### src/rtl/cnrc_pkg.sv
// ----------------------------------------------------------------------------
// Color nearest reference classifier package
// Shared widths, register indexes, class codes, queue entry and reference set.
// ----------------------------------------------------------------------------
package cnrc_pkg;

   localparam int MAX_SAMPLES = 64;
   localparam int ADC_BITS    = 10;
   localparam int CNT_W       = $clog2(MAX_SAMPLES + 1);
   localparam int SEEN_W      = $clog2(MAX_SAMPLES);
   localparam int SUM_W       = ADC_BITS + SEEN_W;
   localparam int STEP_W      = $clog2(SUM_W);
   localparam int TOTAL_W     = 12;
   localparam int DIST_W      = 12;
   localparam int CSR_IDX_W   = 3;
   localparam int CSR_DATA_W  = 12;
   localparam int REQ_DATA_W  = 16;
   localparam int RSP_DATA_W  = 32;

   localparam logic [CNT_W-1:0]     SAMPLE_COUNT_RESET = CNT_W'(10);
   localparam logic [TOTAL_W:0]     EMPTY_MARGIN       = (TOTAL_W+1)'(100);
   localparam logic [DIST_W-1:0]    UNCERTAIN_MARGIN   = DIST_W'(50);
   localparam logic [STEP_W-1:0]    LAST_STEP          = STEP_W'(SUM_W - 1);

   typedef enum logic [CSR_IDX_W-1:0] {
      REG_SAMPLE_COUNT = 3'd0,
      REG_EMPTY_TOTAL  = 3'd1,
      REG_RED_REF_R    = 3'd2,
      REG_RED_REF_G    = 3'd3,
      REG_RED_REF_B    = 3'd4,
      REG_GREEN_REF_R  = 3'd5,
      REG_GREEN_REF_G  = 3'd6,
      REG_GREEN_REF_B  = 3'd7
   } reg_index_type;

   typedef enum logic [1:0] {
      CLASS_EMPTY     = 2'd0,
      CLASS_UNCERTAIN = 2'd1,
      CLASS_RED       = 2'd2,
      CLASS_GREEN     = 2'd3
   } color_class_type;

   typedef enum logic [1:0] {
      PHASE_RED   = 2'd0,
      PHASE_GREEN = 2'd1,
      PHASE_BLUE  = 2'd2,
      PHASE_SPARE = 2'd3
   } phase_type;

   typedef struct packed {
      logic [SUM_W-1:0] sum;
      logic [CNT_W-1:0] taken;
   } chan_entry_type;

   typedef struct packed {
      logic [TOTAL_W-1:0]  empty_total;
      logic [ADC_BITS-1:0] red_r;
      logic [ADC_BITS-1:0] red_g;
      logic [ADC_BITS-1:0] red_b;
      logic [ADC_BITS-1:0] green_r;
      logic [ADC_BITS-1:0] green_g;
      logic [ADC_BITS-1:0] green_b;
   } ref_set_type;

   function automatic logic [ADC_BITS-1:0] absdiff_avg(input logic [ADC_BITS-1:0] a,
                                                       input logic [ADC_BITS-1:0] b);
      return (a > b) ? (a - b) : (b - a);
   endfunction

   function automatic logic [DIST_W-1:0] absdiff_dist(input logic [DIST_W-1:0] a,
                                                      input logic [DIST_W-1:0] b);
      return (a > b) ? (a - b) : (b - a);
   endfunction

endpackage

### src/rtl/color_nearest_reference_classifier_top.sv
// Path from the last blue sample to rsp_tvalid with the divider idle: queue pop,
//   bit-serial divide, distance state, then class and output register.
// Throughput: one sample per cycle while the two-entry channel queue has room;
//   each finished channel holds the divider, a blue one also through distance and output stall.
// Reset: synchronous, active high; CSRs return to sample_count 10, references 0.
// ----------------------------------------------------------------------------
// Color nearest reference classifier
// Averages red, green and blue lit sensor samples and classifies the object by
// L1 distance to red and green reference signatures.
// ----------------------------------------------------------------------------
module color_nearest_reference_classifier_top (
   input  logic                                clock,
   input  logic                                reset,
   input  logic                                req_tvalid,
   output logic                                req_tready,
   input  logic [cnrc_pkg::REQ_DATA_W-1:0]     req_tdata,  // sample[9:0], zero pad
   output logic                                rsp_tvalid,
   input  logic                                rsp_tready,
   // color_class[1:0], avg_red[11:2], avg_green[21:12], avg_blue[31:22]
   output logic [cnrc_pkg::RSP_DATA_W-1:0]     rsp_tdata,
   input  logic                                csr_valid,
   output logic                                csr_ready,
   input  logic [cnrc_pkg::CSR_IDX_W-1:0]      csr_index,
   input  logic [cnrc_pkg::CSR_DATA_W-1:0]     csr_data
);

   logic [cnrc_pkg::CNT_W-1:0] sample_count_ff;
   cnrc_pkg::ref_set_type      refs_ff;
   logic                       queue_full;
   logic                       queue_empty;
   logic                       push;
   logic                       pop;
   cnrc_pkg::chan_entry_type   push_entry;
   cnrc_pkg::chan_entry_type   pop_entry;

   assign csr_ready = 1'b1;

   always_ff @(posedge clock) begin
      if (reset) begin
         sample_count_ff <= cnrc_pkg::SAMPLE_COUNT_RESET;
         refs_ff         <= '0;
      end else if (csr_valid && csr_ready) begin
         case (cnrc_pkg::reg_index_type'(csr_index))
            cnrc_pkg::REG_SAMPLE_COUNT: sample_count_ff <= csr_data[cnrc_pkg::CNT_W-1:0];
            cnrc_pkg::REG_EMPTY_TOTAL:  refs_ff.empty_total <= csr_data;
            cnrc_pkg::REG_RED_REF_R:    refs_ff.red_r <= csr_data[cnrc_pkg::ADC_BITS-1:0];
            cnrc_pkg::REG_RED_REF_G:    refs_ff.red_g <= csr_data[cnrc_pkg::ADC_BITS-1:0];
            cnrc_pkg::REG_RED_REF_B:    refs_ff.red_b <= csr_data[cnrc_pkg::ADC_BITS-1:0];
            cnrc_pkg::REG_GREEN_REF_R:  refs_ff.green_r <= csr_data[cnrc_pkg::ADC_BITS-1:0];
            cnrc_pkg::REG_GREEN_REF_G:  refs_ff.green_g <= csr_data[cnrc_pkg::ADC_BITS-1:0];
            cnrc_pkg::REG_GREEN_REF_B:  refs_ff.green_b <= csr_data[cnrc_pkg::ADC_BITS-1:0];
            default: ;
         endcase
      end
   end

   cnrc_accum u_accum (
      .clock        (clock),
      .reset        (reset),
      .req_tvalid   (req_tvalid),
      .req_tready   (req_tready),
      .sample       (req_tdata[cnrc_pkg::ADC_BITS-1:0]),
      .sample_count (sample_count_ff),
      .queue_full   (queue_full),
      .push         (push),
      .push_entry   (push_entry)
   );

   cnrc_fifo u_fifo (
      .clock      (clock),
      .reset      (reset),
      .push       (push),
      .push_entry (push_entry),
      .full       (queue_full),
      .pop        (pop),
      .pop_entry  (pop_entry),
      .empty      (queue_empty)
   );

   cnrc_classify u_classify (
      .clock       (clock),
      .reset       (reset),
      .refs        (refs_ff),
      .queue_empty (queue_empty),
      .queue_entry (pop_entry),
      .queue_pop   (pop),
      .rsp_tvalid  (rsp_tvalid),
      .rsp_tready  (rsp_tready),
      .rsp_tdata   (rsp_tdata)
   );

endmodule

### src/rtl/cnrc_accum.sv
// ----------------------------------------------------------------------------
// Channel accumulator
// Accepts samples, sums the current channel and pushes the finished channel
// sum and sample count into the queue.
// ----------------------------------------------------------------------------
module cnrc_accum (
   input  logic                          clock,
   input  logic                          reset,
   input  logic                          req_tvalid,
   output logic                          req_tready,
   input  logic [cnrc_pkg::ADC_BITS-1:0] sample,
   input  logic [cnrc_pkg::CNT_W-1:0]    sample_count,
   input  logic                          queue_full,
   output logic                          push,
   output cnrc_pkg::chan_entry_type      push_entry
);

   logic [cnrc_pkg::SUM_W-1:0]  sum_ff, sum_in;
   logic [cnrc_pkg::SEEN_W-1:0] seen_ff, seen_in;
   logic [cnrc_pkg::CNT_W-1:0]  limit;
   logic [cnrc_pkg::CNT_W-1:0]  taken;
   logic [cnrc_pkg::SUM_W-1:0]  sum_next;
   logic                        accept;
   logic                        chan_end;

   always_comb begin
      if (sample_count == '0) begin
         limit = cnrc_pkg::CNT_W'(1);
      end else if (sample_count > cnrc_pkg::CNT_W'(cnrc_pkg::MAX_SAMPLES)) begin
         limit = cnrc_pkg::CNT_W'(cnrc_pkg::MAX_SAMPLES);
      end else begin
         limit = sample_count;
      end
   end

   assign req_tready = !queue_full;
   assign accept     = req_tvalid && req_tready;
   assign taken      = cnrc_pkg::CNT_W'(seen_ff) + cnrc_pkg::CNT_W'(1);
   assign sum_next   = sum_ff + cnrc_pkg::SUM_W'(sample);
   assign chan_end   = (taken >= limit);

   assign push             = accept && chan_end;
   assign push_entry.sum   = sum_next;
   assign push_entry.taken = taken;

   always_comb begin
      sum_in  = sum_ff;
      seen_in = seen_ff;
      if (accept) begin
         if (chan_end) begin
            sum_in  = '0;
            seen_in = '0;
         end else begin
            sum_in  = sum_next;
            seen_in = taken[cnrc_pkg::SEEN_W-1:0];
         end
      end
   end

   always_ff @(posedge clock) begin
      if (reset) begin
         sum_ff  <= '0;
         seen_ff <= '0;
      end else begin
         sum_ff  <= sum_in;
         seen_ff <= seen_in;
      end
   end

endmodule

### src/rtl/cnrc_fifo.sv
// ----------------------------------------------------------------------------
// Channel queue
// Two-entry queue of finished channel sums between accumulator and divider.
// ----------------------------------------------------------------------------
module cnrc_fifo (
   input  logic                     clock,
   input  logic                     reset,
   input  logic                     push,
   input  cnrc_pkg::chan_entry_type push_entry,
   output logic                     full,
   input  logic                     pop,
   output cnrc_pkg::chan_entry_type pop_entry,
   output logic                     empty
);

   cnrc_pkg::chan_entry_type entry_ff [2];
   logic       wr_ptr_ff, wr_ptr_in;
   logic       rd_ptr_ff, rd_ptr_in;
   logic [1:0] count_ff, count_in;
   logic       do_push;
   logic       do_pop;

   assign full      = (count_ff == 2'd2);
   assign empty     = (count_ff == 2'd0);
   assign do_push   = push && !full;
   assign do_pop    = pop && !empty;
   assign pop_entry = entry_ff[rd_ptr_ff];

   always_comb begin
      wr_ptr_in = do_push ? !wr_ptr_ff : wr_ptr_ff;
      rd_ptr_in = do_pop ? !rd_ptr_ff : rd_ptr_ff;
      count_in  = count_ff;
      if (do_push && !do_pop) begin
         count_in = count_ff + 2'd1;
      end else if (do_pop && !do_push) begin
         count_in = count_ff - 2'd1;
      end
   end

   always_ff @(posedge clock) begin
      if (do_push) begin
         entry_ff[wr_ptr_ff] <= push_entry;
      end
   end

   always_ff @(posedge clock) begin
      if (reset) begin
         wr_ptr_ff <= 1'b0;
         rd_ptr_ff <= 1'b0;
         count_ff  <= 2'd0;
      end else begin
         wr_ptr_ff <= wr_ptr_in;
         rd_ptr_ff <= rd_ptr_in;
         count_ff  <= count_in;
      end
   end

endmodule

### src/rtl/cnrc_classify.sv
// ----------------------------------------------------------------------------
// Divider and classifier
// Divides each channel sum by its sample count one bit per cycle, keeps the
// channel averages and, after blue, forms the class and holds the result.
// ----------------------------------------------------------------------------
module cnrc_classify (
   input  logic                                clock,
   input  logic                                reset,
   input  cnrc_pkg::ref_set_type               refs,
   input  logic                                queue_empty,
   input  cnrc_pkg::chan_entry_type            queue_entry,
   output logic                                queue_pop,
   output logic                                rsp_tvalid,
   input  logic                                rsp_tready,
   output logic [cnrc_pkg::RSP_DATA_W-1:0]     rsp_tdata
);

   typedef enum logic [3:0] {
      ST_IDLE = 4'b0001,
      ST_DIV  = 4'b0010,
      ST_DIST = 4'b0100,
      ST_EMIT = 4'b1000
   } state_type;

   localparam int AW = cnrc_pkg::ADC_BITS;
   localparam int DW = cnrc_pkg::DIST_W;

   state_type                        state_ff, state_in;
   cnrc_pkg::phase_type              phase_ff, phase_in;
   logic [cnrc_pkg::SUM_W-1:0]       quo_ff, quo_in;
   logic [cnrc_pkg::CNT_W-1:0]       rem_ff, rem_in;
   logic [cnrc_pkg::CNT_W-1:0]       div_ff, div_in;
   logic [cnrc_pkg::STEP_W-1:0]      step_ff, step_in;
   logic [AW-1:0]                    red_ff, red_in;
   logic [AW-1:0]                    green_ff, green_in;
   logic [AW-1:0]                    blue_ff, blue_in;
   logic                             empty_ff, empty_in;
   logic [DW-1:0]                    dred_ff, dred_in;
   logic [DW-1:0]                    dgrn_ff, dgrn_in;
   logic                             out_valid_ff, out_valid_in;
   logic [cnrc_pkg::RSP_DATA_W-1:0]  out_data_ff, out_data_in;

   logic [cnrc_pkg::CNT_W:0]         shifted;
   logic [cnrc_pkg::CNT_W:0]         trial;
   logic                             fits;
   logic [cnrc_pkg::SUM_W-1:0]       quo_step;
   logic [AW-1:0]                    avg;
   logic [cnrc_pkg::TOTAL_W:0]       total;
   logic                             out_free;
   cnrc_pkg::color_class_type        cls;

   assign out_free   = !out_valid_ff || rsp_tready;
   assign queue_pop  = (state_ff == ST_IDLE) && !queue_empty;
   assign rsp_tvalid = out_valid_ff;
   assign rsp_tdata  = out_data_ff;

   assign shifted  = {rem_ff, quo_ff[cnrc_pkg::SUM_W-1]};
   assign trial    = shifted - {1'b0, div_ff};
   assign fits     = (shifted >= {1'b0, div_ff});
   assign quo_step = {quo_ff[cnrc_pkg::SUM_W-2:0], fits};
   assign avg      = quo_step[AW-1:0];

   assign total = (cnrc_pkg::TOTAL_W+1)'(red_ff) + (cnrc_pkg::TOTAL_W+1)'(green_ff)
                + (cnrc_pkg::TOTAL_W+1)'(blue_ff);

   always_comb begin
      if (empty_ff) begin
         cls = cnrc_pkg::CLASS_EMPTY;
      end else if (cnrc_pkg::absdiff_dist(dred_ff, dgrn_ff) < cnrc_pkg::UNCERTAIN_MARGIN) begin
         cls = cnrc_pkg::CLASS_UNCERTAIN;
      end else if (dred_ff < dgrn_ff) begin
         cls = cnrc_pkg::CLASS_RED;
      end else begin
         cls = cnrc_pkg::CLASS_GREEN;
      end
   end

   always_comb begin
      state_in     = state_ff;
      phase_in     = phase_ff;
      quo_in       = quo_ff;
      rem_in       = rem_ff;
      div_in       = div_ff;
      step_in      = step_ff;
      red_in       = red_ff;
      green_in     = green_ff;
      blue_in      = blue_ff;
      empty_in     = empty_ff;
      dred_in      = dred_ff;
      dgrn_in      = dgrn_ff;
      out_valid_in = out_valid_ff && !rsp_tready;
      out_data_in  = out_data_ff;

      if (state_ff == ST_DIV) begin
         quo_in = quo_step;
         if (fits) begin
            rem_in = trial[cnrc_pkg::CNT_W-1:0];
         end else begin
            rem_in = shifted[cnrc_pkg::CNT_W-1:0];
         end
      end

      case (state_ff)
         ST_IDLE: begin
            if (!queue_empty) begin
               quo_in   = queue_entry.sum;
               div_in   = queue_entry.taken;
               rem_in   = '0;
               step_in  = '0;
               state_in = ST_DIV;
            end
         end
         ST_DIV: begin
            step_in = step_ff + cnrc_pkg::STEP_W'(1);
            if (step_ff == cnrc_pkg::LAST_STEP) begin
               case (phase_ff)
                  cnrc_pkg::PHASE_RED: begin
                     red_in   = avg;
                     phase_in = cnrc_pkg::PHASE_GREEN;
                     state_in = ST_IDLE;
                  end
                  cnrc_pkg::PHASE_GREEN: begin
                     green_in = avg;
                     phase_in = cnrc_pkg::PHASE_BLUE;
                     state_in = ST_IDLE;
                  end
                  default: begin
                     blue_in  = avg;
                     phase_in = cnrc_pkg::PHASE_RED;
                     state_in = ST_DIST;
                  end
               endcase
            end
         end
         ST_DIST: begin
            empty_in = total < ((cnrc_pkg::TOTAL_W+1)'(refs.empty_total)
                              + cnrc_pkg::EMPTY_MARGIN);
            dred_in  = DW'(cnrc_pkg::absdiff_avg(red_ff, refs.red_r))
                     + DW'(cnrc_pkg::absdiff_avg(green_ff, refs.red_g))
                     + DW'(cnrc_pkg::absdiff_avg(blue_ff, refs.red_b));
            dgrn_in  = DW'(cnrc_pkg::absdiff_avg(red_ff, refs.green_r))
                     + DW'(cnrc_pkg::absdiff_avg(green_ff, refs.green_g))
                     + DW'(cnrc_pkg::absdiff_avg(blue_ff, refs.green_b));
            state_in = ST_EMIT;
         end
         ST_EMIT: begin
            if (out_free) begin
               out_valid_in = 1'b1;
               out_data_in  = {blue_ff, green_ff, red_ff, cls};
               state_in     = ST_IDLE;
            end
         end
         default: begin
            state_in = ST_IDLE;
         end
      endcase
   end

   always_ff @(posedge clock) begin
      quo_ff      <= quo_in;
      rem_ff      <= rem_in;
      div_ff      <= div_in;
      step_ff     <= step_in;
      blue_ff     <= blue_in;
      empty_ff    <= empty_in;
      dred_ff     <= dred_in;
      dgrn_ff     <= dgrn_in;
      out_data_ff <= out_data_in;
   end

   always_ff @(posedge clock) begin
      if (reset) begin
         state_ff     <= ST_IDLE;
         phase_ff     <= cnrc_pkg::PHASE_RED;
         red_ff       <= '0;
         green_ff     <= '0;
         out_valid_ff <= 1'b0;
      end else begin
         state_ff     <= state_in;
         phase_ff     <= phase_in;
         red_ff       <= red_in;
         green_ff     <= green_in;
         out_valid_ff <= out_valid_in;
      end
   end

endmodule
### config.mk
export PLATFORM = sky130hd
export DESIGN_NAME = color_nearest_reference_classifier_top
export DESIGN_NICKNAME = d
export VERILOG_FILES = /design/src/rtl/cnrc_pkg.sv /design/src/rtl/color_nearest_reference_classifier_top.sv /design/src/rtl/cnrc_accum.sv /design/src/rtl/cnrc_fifo.sv /design/src/rtl/cnrc_classify.sv
export SDC_FILE = /design/constraint.sdc
export NUM_CORES = 1
export LEC_CHECK = 0
export BUFFER_PORTS_ARGS = -buffer_cell sky130_fd_sc_hd__buf_2
export CAP_MARGIN = 20
export CORE_MARGIN = 4
export CORE_UTILIZATION = 35
export CTS_CLUSTER_DIAMETER = 200
export DETAILED_ROUTE_END_ITERATION = 10
export PLACE_DENSITY = 0.57
export REMOVE_ABC_BUFFERS = 1
export SLEW_MARGIN = 20
export SYNTH_ARGS = -nofsm -noshare
export SYNTH_HDL_FRONTEND = slang
export SYNTH_SLANG_ARGS = --single-unit
export TNS_END_PERCENT = 5
### constraint.sdc
create_clock -name clock -period 11.6 [get_ports clock]
set_input_delay 2.32 -clock clock [delete_from_list [all_inputs] [get_ports clock]]
set_output_delay 2.32 -clock clock [all_outputs]
set_load 0.01 [all_outputs]
# [After elaboration in Yosys (flattened, before gate mapping)]
# Memories as Yosys holds them, arrays and structs flattened. A register that Yosys moved wholly into a read port is not among the register bits.
# Index checks and enable logic that the tools add are counted.
[word_totals] register_bits=233 ramBits=46 word_cells=166 memories=1 in_bits=36 out_inout_bits=35
[mem_list] memory="u_fifo.entry_ff" depth=2 word_bits=23 rd=1 rd_clocked_by_memory_dff=1 wr=1 line="cnrc_fifo.sv:16" rtl="cnrc_pkg::chan_entry_type entry_ff [2];"
[classes] n_bitwise=2 addsub=27 reduce_logical=41 muxes=36 n_eq_ne=17 n_lt_le_gt_ge=13
[ops] cell="subtractor 10 bit" count=12
[ops] cell="2-to-1 mux 16 bit" count=4
[ops] cell="greater-than comparator 10 bit" count=6
[ops] cell="2-to-1 mux 10 bit" count=6
[ops] cell="2-to-1 mux 7 bit" count=6
[ops] cell="adder 10 x 10 -> 11 bit" count=3
[ops] cell="adder 12 x 10 -> 12 bit" count=2
[ops] cell="AND reduction 2 bit" count=12
[ops] cell="subtractor 12 bit" count=2
[ops] cell="adder 16 x 10 -> 16 bit" count=1
[ops] cell="2-to-1 mux 4 bit" count=4
[ops] cell="case mux 4 bit (4 select lines)" count=1
[ops] cell="adder 12 x 7 -> 13 bit (second input constant)" count=1
[ops] cell="adder 13 x 10 -> 13 bit" count=1
[ops] cell="less-than comparator 13 bit" count=1
[ops] cell="== test 3 bit (second input constant)" count=4
[ops] cell="greater-than comparator 12 bit" count=1
[ops] cell="less-than comparator 12 bit" count=1
[ops] cell="less-than comparator 12 x 6 -> 1 bit (second input constant)" count=1
[ops] cell="2-to-1 mux 12 bit" count=1
[ops] cell="AND reduction 3 bit" count=4
[ops] cell="== test 4 bit (second input constant)" count=2
[ops] cell="greater-or-equal comparator 8 x 7 -> 1 bit" count=1
[ops] cell="logical AND 1 bit" count=8
[ops] cell="30 further kinds" count=51

# [Longest topological paths before layout]
[depth] ltp_word=10 depth_mapped=26 mapped_depth_nobuf=26

# [Modules after synthesis]
# From an unflattened synthesis, not the netlist that was laid out.
[unflattened] hier_cells=2062 hier_area_um2=19577.5
[by_module_without_submodules] module="cnrc_classify" n_inst=1 seq_area_each_um2=3343.2 area_per_inst_um2=12796.0 cells_each=1448
[by_module_without_submodules] module="color_nearest_reference_classifier_top" n_inst=1 seq_area_each_um2=1581.5 area_per_inst_um2=3188.1 cells_each=290
[by_module_without_submodules] module="cnrc_fifo" n_inst=1 seq_area_each_um2=1481.4 area_per_inst_um2=1868.0 cells_each=96
[by_module_without_submodules] module="cnrc_accum" n_inst=1 seq_area_each_um2=440.4 area_per_inst_um2=1725.4 cells_each=228

# [Worst setup path after synthesis]
# OpenSTA, ideal clock, no wires.
[synth_timing] path_type="reg-to-reg" from="reg u_classify.red_ff[0]" to="reg u_classify.dred_ff[10], data pin" period_less_slack_ps=4855 stages_incl_launch_ff=27 required_time_ps=11336 setup_time_ps=264 path_slack_ps=6745 arrival_ps=4591 path_buffers=1 cell_sequence="dfxtp_1 > inv_1 > ha_1 > inv_1 > fa_1 > a21o_1 > a21oi_1 > o31ai_1 > o21ai_0 > o31ai_2 > buf_2 > mux2_2 > ha_1 > a21o_1 > a21oi_1 > o21bai_1 > a21oi_1 > o21bai_1 > a21oi_1 > o21bai_1 > a21oi_1 > xnor2_1 > ha_1 > nand2_1 > nand2b_1 > a31oi_1 > xnor2_1"
[synth_between] elab_chain_len=4 word_cells_on_any_way=6 classes_between="4 x add/sub; 1 x order compare; 1 x mux"
[synth_lines] item="start, declared" line="cnrc_classify.sv:34" rtl="logic [AW-1:0] red_ff, red_in;"
[synth_lines] item="start signal, assigned" line="cnrc_classify.sv:181" rtl="red_ff <= red_in;"
[synth_lines] item="subtractor 10 bit / greater-than comparator 10 bit (equally long branches)" line="cnrc_pkg.sv:67" rtl="return (a > b) ? (a - b) : (b - a);"
[synth_lines] item="2-to-1 mux 10 bit (*)" line="cnrc_pkg.sv:67"
[synth_lines] item="adder 10 x 10 -> 11 bit (*)" line="cnrc_classify.sv:139" rtl="+ DW'(cnrc_pkg::absdiff_avg(green_ff, refs.red_g))"
[synth_lines] item="adder 12 x 10 -> 12 bit (*)" line="cnrc_classify.sv:140" rtl="+ DW'(cnrc_pkg::absdiff_avg(blue_ff, refs.red_b));"
[synth_lines] item="end signal, assigned" line="cnrc_classify.sv:166" rtl="dred_ff <= dred_in;"
[synth_lines] item="end, declared" line="cnrc_classify.sv:38" rtl="logic [DW-1:0] dred_ff, dred_in;"
# Every way passes the cells marked *; elsewhere a longest branch is shown, timed or not.
# A chain may end at the register's enable or synchronous reset.

# [Worst setup path in the final report]
# Ends and elaborated chain as after synthesis.

==> qor.csv <==
stage,metric,value,unit
worst_setup_path,cp_max_fo,14,
final_layout,drive_above_1_share,9.20,%
clock_tree,cts_tree,done,
placement,dp_hpwl,39700,um
detailed_routing,drt-total-wl,51600,um
run_status,outcome,completed,
die,die_w,243,um
worst_hold_path,holdCritPathClass,reg2reg,
final_layout,areaGrowthSynthToFinish,11.0,%
sta,final-setup-viol-count,0,
pwr,netSwitchingFraction,30.5,%
yosys,yosys.area.top_type_share,19.3,%
clock_tree,clk_pin_slew_worst_paths,0.06,ns
final_layout,nFillCells,5426,
global_routing,grt_pass1_vias,15000,
clock_tree,cts-root-buf,clkbuf_16,
clock_tree,clockBufferDepth,3,
yosys,syn_area,19300,sq um
pwr,power.density,135,nW/um^2
detailed_routing,routed.top_layer,met4,
yosys,yosysUniqueCellTypes,88,
worst_setup_path,worstSetupEndpointType,flip-flop,
sta,max_freq,0.179,GHz
die,die-height,243,um
die,boundaryPins,71,
sta,fin_crit_sh,48.2,%
detailed_routing,dr_wl_met3,2270,um
pwr,ir_drop,0.116,mV
die,start_util,35.6,%
pwr,p_int,0.00201,W
global_routing,grt_max_degree,92,
yosys,synth_edf_count,124,
clock_tree,cts_num_sinks,280,
detailed_routing,wl_per_cell,17.8,um
detailed_routing,antenna_left,0,
pwr,leakage,8.82,nW
sta,tightest_slew,1.04,ns
clock_tree,cts_buffers,34,
worst_setup_path,crit_type,reg2reg,
yosys,synth_ff_type,dfxtp_1,
pwr,pwr-share-clk,35.4,%
yosys,ys_warn_count,0,
clock_tree,postCtsSetupRepairBufs,0,
worst_setup_path,cp-start-kind,flip-flop,
yosys,syn_area_per_cell,9.09,sq um
pwr,p_comb_share,22.9,%
final_layout,finalCoreUtilization,39.5,%
placement,port_buffers,63,
detailed_routing,firstDrtPassIters,5,
global_routing,grt-ovfl-total,0,
yosys,async_reset_ff_share,0,%
final_layout,nets,2463,
sta,hold_viol,0,
detailed_routing,drt_iter0_drc,810,
yosys,yosys-top-cells-area,"edfxtp_1, dfxtp_1, ha_1",
pwr,switchingPower,0.000882,W
yosys,synth_top_area_cell,edfxtp_1,
global_routing,grtUsageTotal,17.2,%
clock_tree,clk_latency,0.55,ns
placement,place.gp.congestion,0.884,
yosys,yosysSeqAreaShare,35.5,%
sta,fin_crit,5.59,ns
detailed_routing,num_vias,15000,
sta,setup_tns,0,ns
clock_tree,postCtsHoldBufs,0,
sta,rsz0062_at_grt,false,
worst_setup_path,worstPathArrival,5.86,ns
detailed_routing,avgViaCountPerCell,5.18,
die,fp.dieArea,59000,sq um
yosys,syn_inst,2124,
clock_tree,cts-resized-gates,0,
global_routing,grt_antenna_before_repair,4,
final_layout,layout_common_cells,"nand2_1, ha_1, a21oi_1, inv_1, dfxtp_1",
clock_tree,h-tree-depth,2,
sta,fin_skew,0.0226,ns
worst_setup_path,cp_data_required_time,11.87,ns
job,cap_violations,0,
detailed_routing,drc,0,
global_routing,grt_pass1_wl,81400,um
final_layout,final_common_cell,nand2_1,
die,core.rowCount,85,
yosys,synth_seq_cells,280,
sta,drv_slew,0,
detailed_routing,dr_wl_met2,25600,um
pwr,seqPwrFrac,41.6,%
sta,slew_headroom,30.7,%
detailed_routing,met1_length,22100,um
die,coreArea,54200,sq um
[critical path: stages (launching register included)]
cell and delay [ns]:
dfxtp_1 0.61, inv_1 0.18, ha_1 0.22, inv_1 0.08, fa_1 0.20, a21o_1 0.12
a21oi_1 0.08, o31ai_1 0.21, o21ai_0 0.20, o31ai_2 0.20, buf_4 0.25, mux2_2 0.39
fa_1 0.44, xor2_1 0.33, ha_1 0.34, nor2b_1 0.14, o21ai_0 0.20, a21boi_0 0.15
o21ai_0 0.17, nand2b_1 0.11, a21o_1 0.20, a21o_1 0.20, a31oi_1 0.20, xnor2_1 0.09
[stage by stage]
step / setup WS (ns) / hold slack [ns] / instances / area [sq um] / power, W
after floorplan: 6.62 / 0.423 / 2057 / 19000 / 0.00169
after global placement: 6.07 / 0.434 / 2828 / 20300 / 0.00186
after detailed placement: 6.06 / 0.435 / 2828 / 20300 / 0.00188
after CTS: 6.01 / 0.445 / 2890 / 21400 / 0.00292
after global routing: 5.55 / 0.459 / 2891 / 21400 / 0.00305
final: 6.01 / 0.441 / 2894 / 21400 / 0.00289
[synth_stat cells, types with 4 or more instances]
cell type	number
a221oi_1	4
nor2b_1	27
fa_1	22
nand2b_1	17
dfxtp_1	156
ha_1	236
a31oi_1	14
nand3b_1	7
or3_1	5
xor2_1	50
clkbuf_2	7
a2111oi_0	4
o21bai_1	30
o21a_1	17
a21oi_1	221
mux2_2	23
and2_1	10
edfxtp_1	124
and3_1	11
a21o_1	51
nand2_1	286
o221a_2	14
a21boi_0	8
o21ai_2	6
o31a_1	4
nand3_1	49
xnor2_1	89
nor3_1	28
buf_2	7
o22ai_1	4
a211oi_1	12
o21ai_0	73
o211ai_1	11
inv_1	207
nor4_1	8
a22oi_1	5
o21ai_1	4
clkbuf_1	45
mux2i_1	56
nand4_1	17
nor2_1	87
buf_1	4
[logic make-up after synthesis]
| logic type | Yosys count | share of synthesized area (%) |
|---|---|---|
| AOI/OAI and AO/OA | 520 | 17.2 |
| xor gates and xnor gates | 139 | 6.31 |
| adders and majority gates | 258 | 17.6 |
| buffers and inverters | 275 | 5.56 |
| DFF | 280 | 35.5 |
| muxes | 83 | 4.54 |
| other | 1 | 0.0194 |
| and+or+nand+nor | 568 | 13.4 |
[worst paths after layout]
| kind | from | end | slack, ns | cells after the start |
|---|---|---|---|---|
| worst min-delay path | u_classify.rem_ff[6] | u_classify.rem_ff[6] | 0.44 | 2 |
| worst max-delay path | u_classify.red_ff[0] | u_classify.dred_ff[10] | 6.01 | 23 |
| worst max register to register | u_classify.red_ff[0] | u_classify.dred_ff[10] | 6.01 | 23 |
| worst min register to register | u_classify.rem_ff[6] | u_classify.rem_ff[6] | 0.44 | 2 |
[flip-flops by register name (all words and copies together) (netlist names), 10 cells and up, named ones only]
register / cells
refs_ff: 72
u_fifo.entry_ff: 46
u_classify.rsp_tdata: 32
u_accum.sum_ff: 16
u_classify.quo_ff: 16
u_classify.dgrn_ff: 12
u_classify.dred_ff: 12
u_classify.blue_ff: 10
u_classify.green_ff: 10
u_classify.red_ff: 10
[area by class of cell]
class	instances	area [sq um]	area share [%]
Multi-Input combinational cell	1569	11400	53.3
Sequential cell	280	6850	32.0
Clock buffer	48	923	4.31
Tap cell	696	871	4.07
Inverter	208	781	3.65
Timing Repair Buffer	76	435	2.03
Clock inverter	14	148	0.689
Antenna cell	3	7.51	0.0350
[power by group through the flow]
stage          registers [W]  clock network [W]  logic (W)
2_1_floorplan        0.00121                  0   0.000482
3_3_place_gp         0.00122                  0   0.000642
3_5_place_dp         0.00122                  0   0.000659
4_1_cts              0.00120            0.00105   0.000663
5_1_grt              0.00121            0.00110   0.000741
6_report             0.00120            0.00102   0.000662
[per-layer routing]
layer  GRT usage, %  vias up
met5              0        -
met3           1.93       90
met1           21.4     7139
met4           5.58        0
li1               -     7498
met2           31.0      274
(Power assumes the default switching activity.)
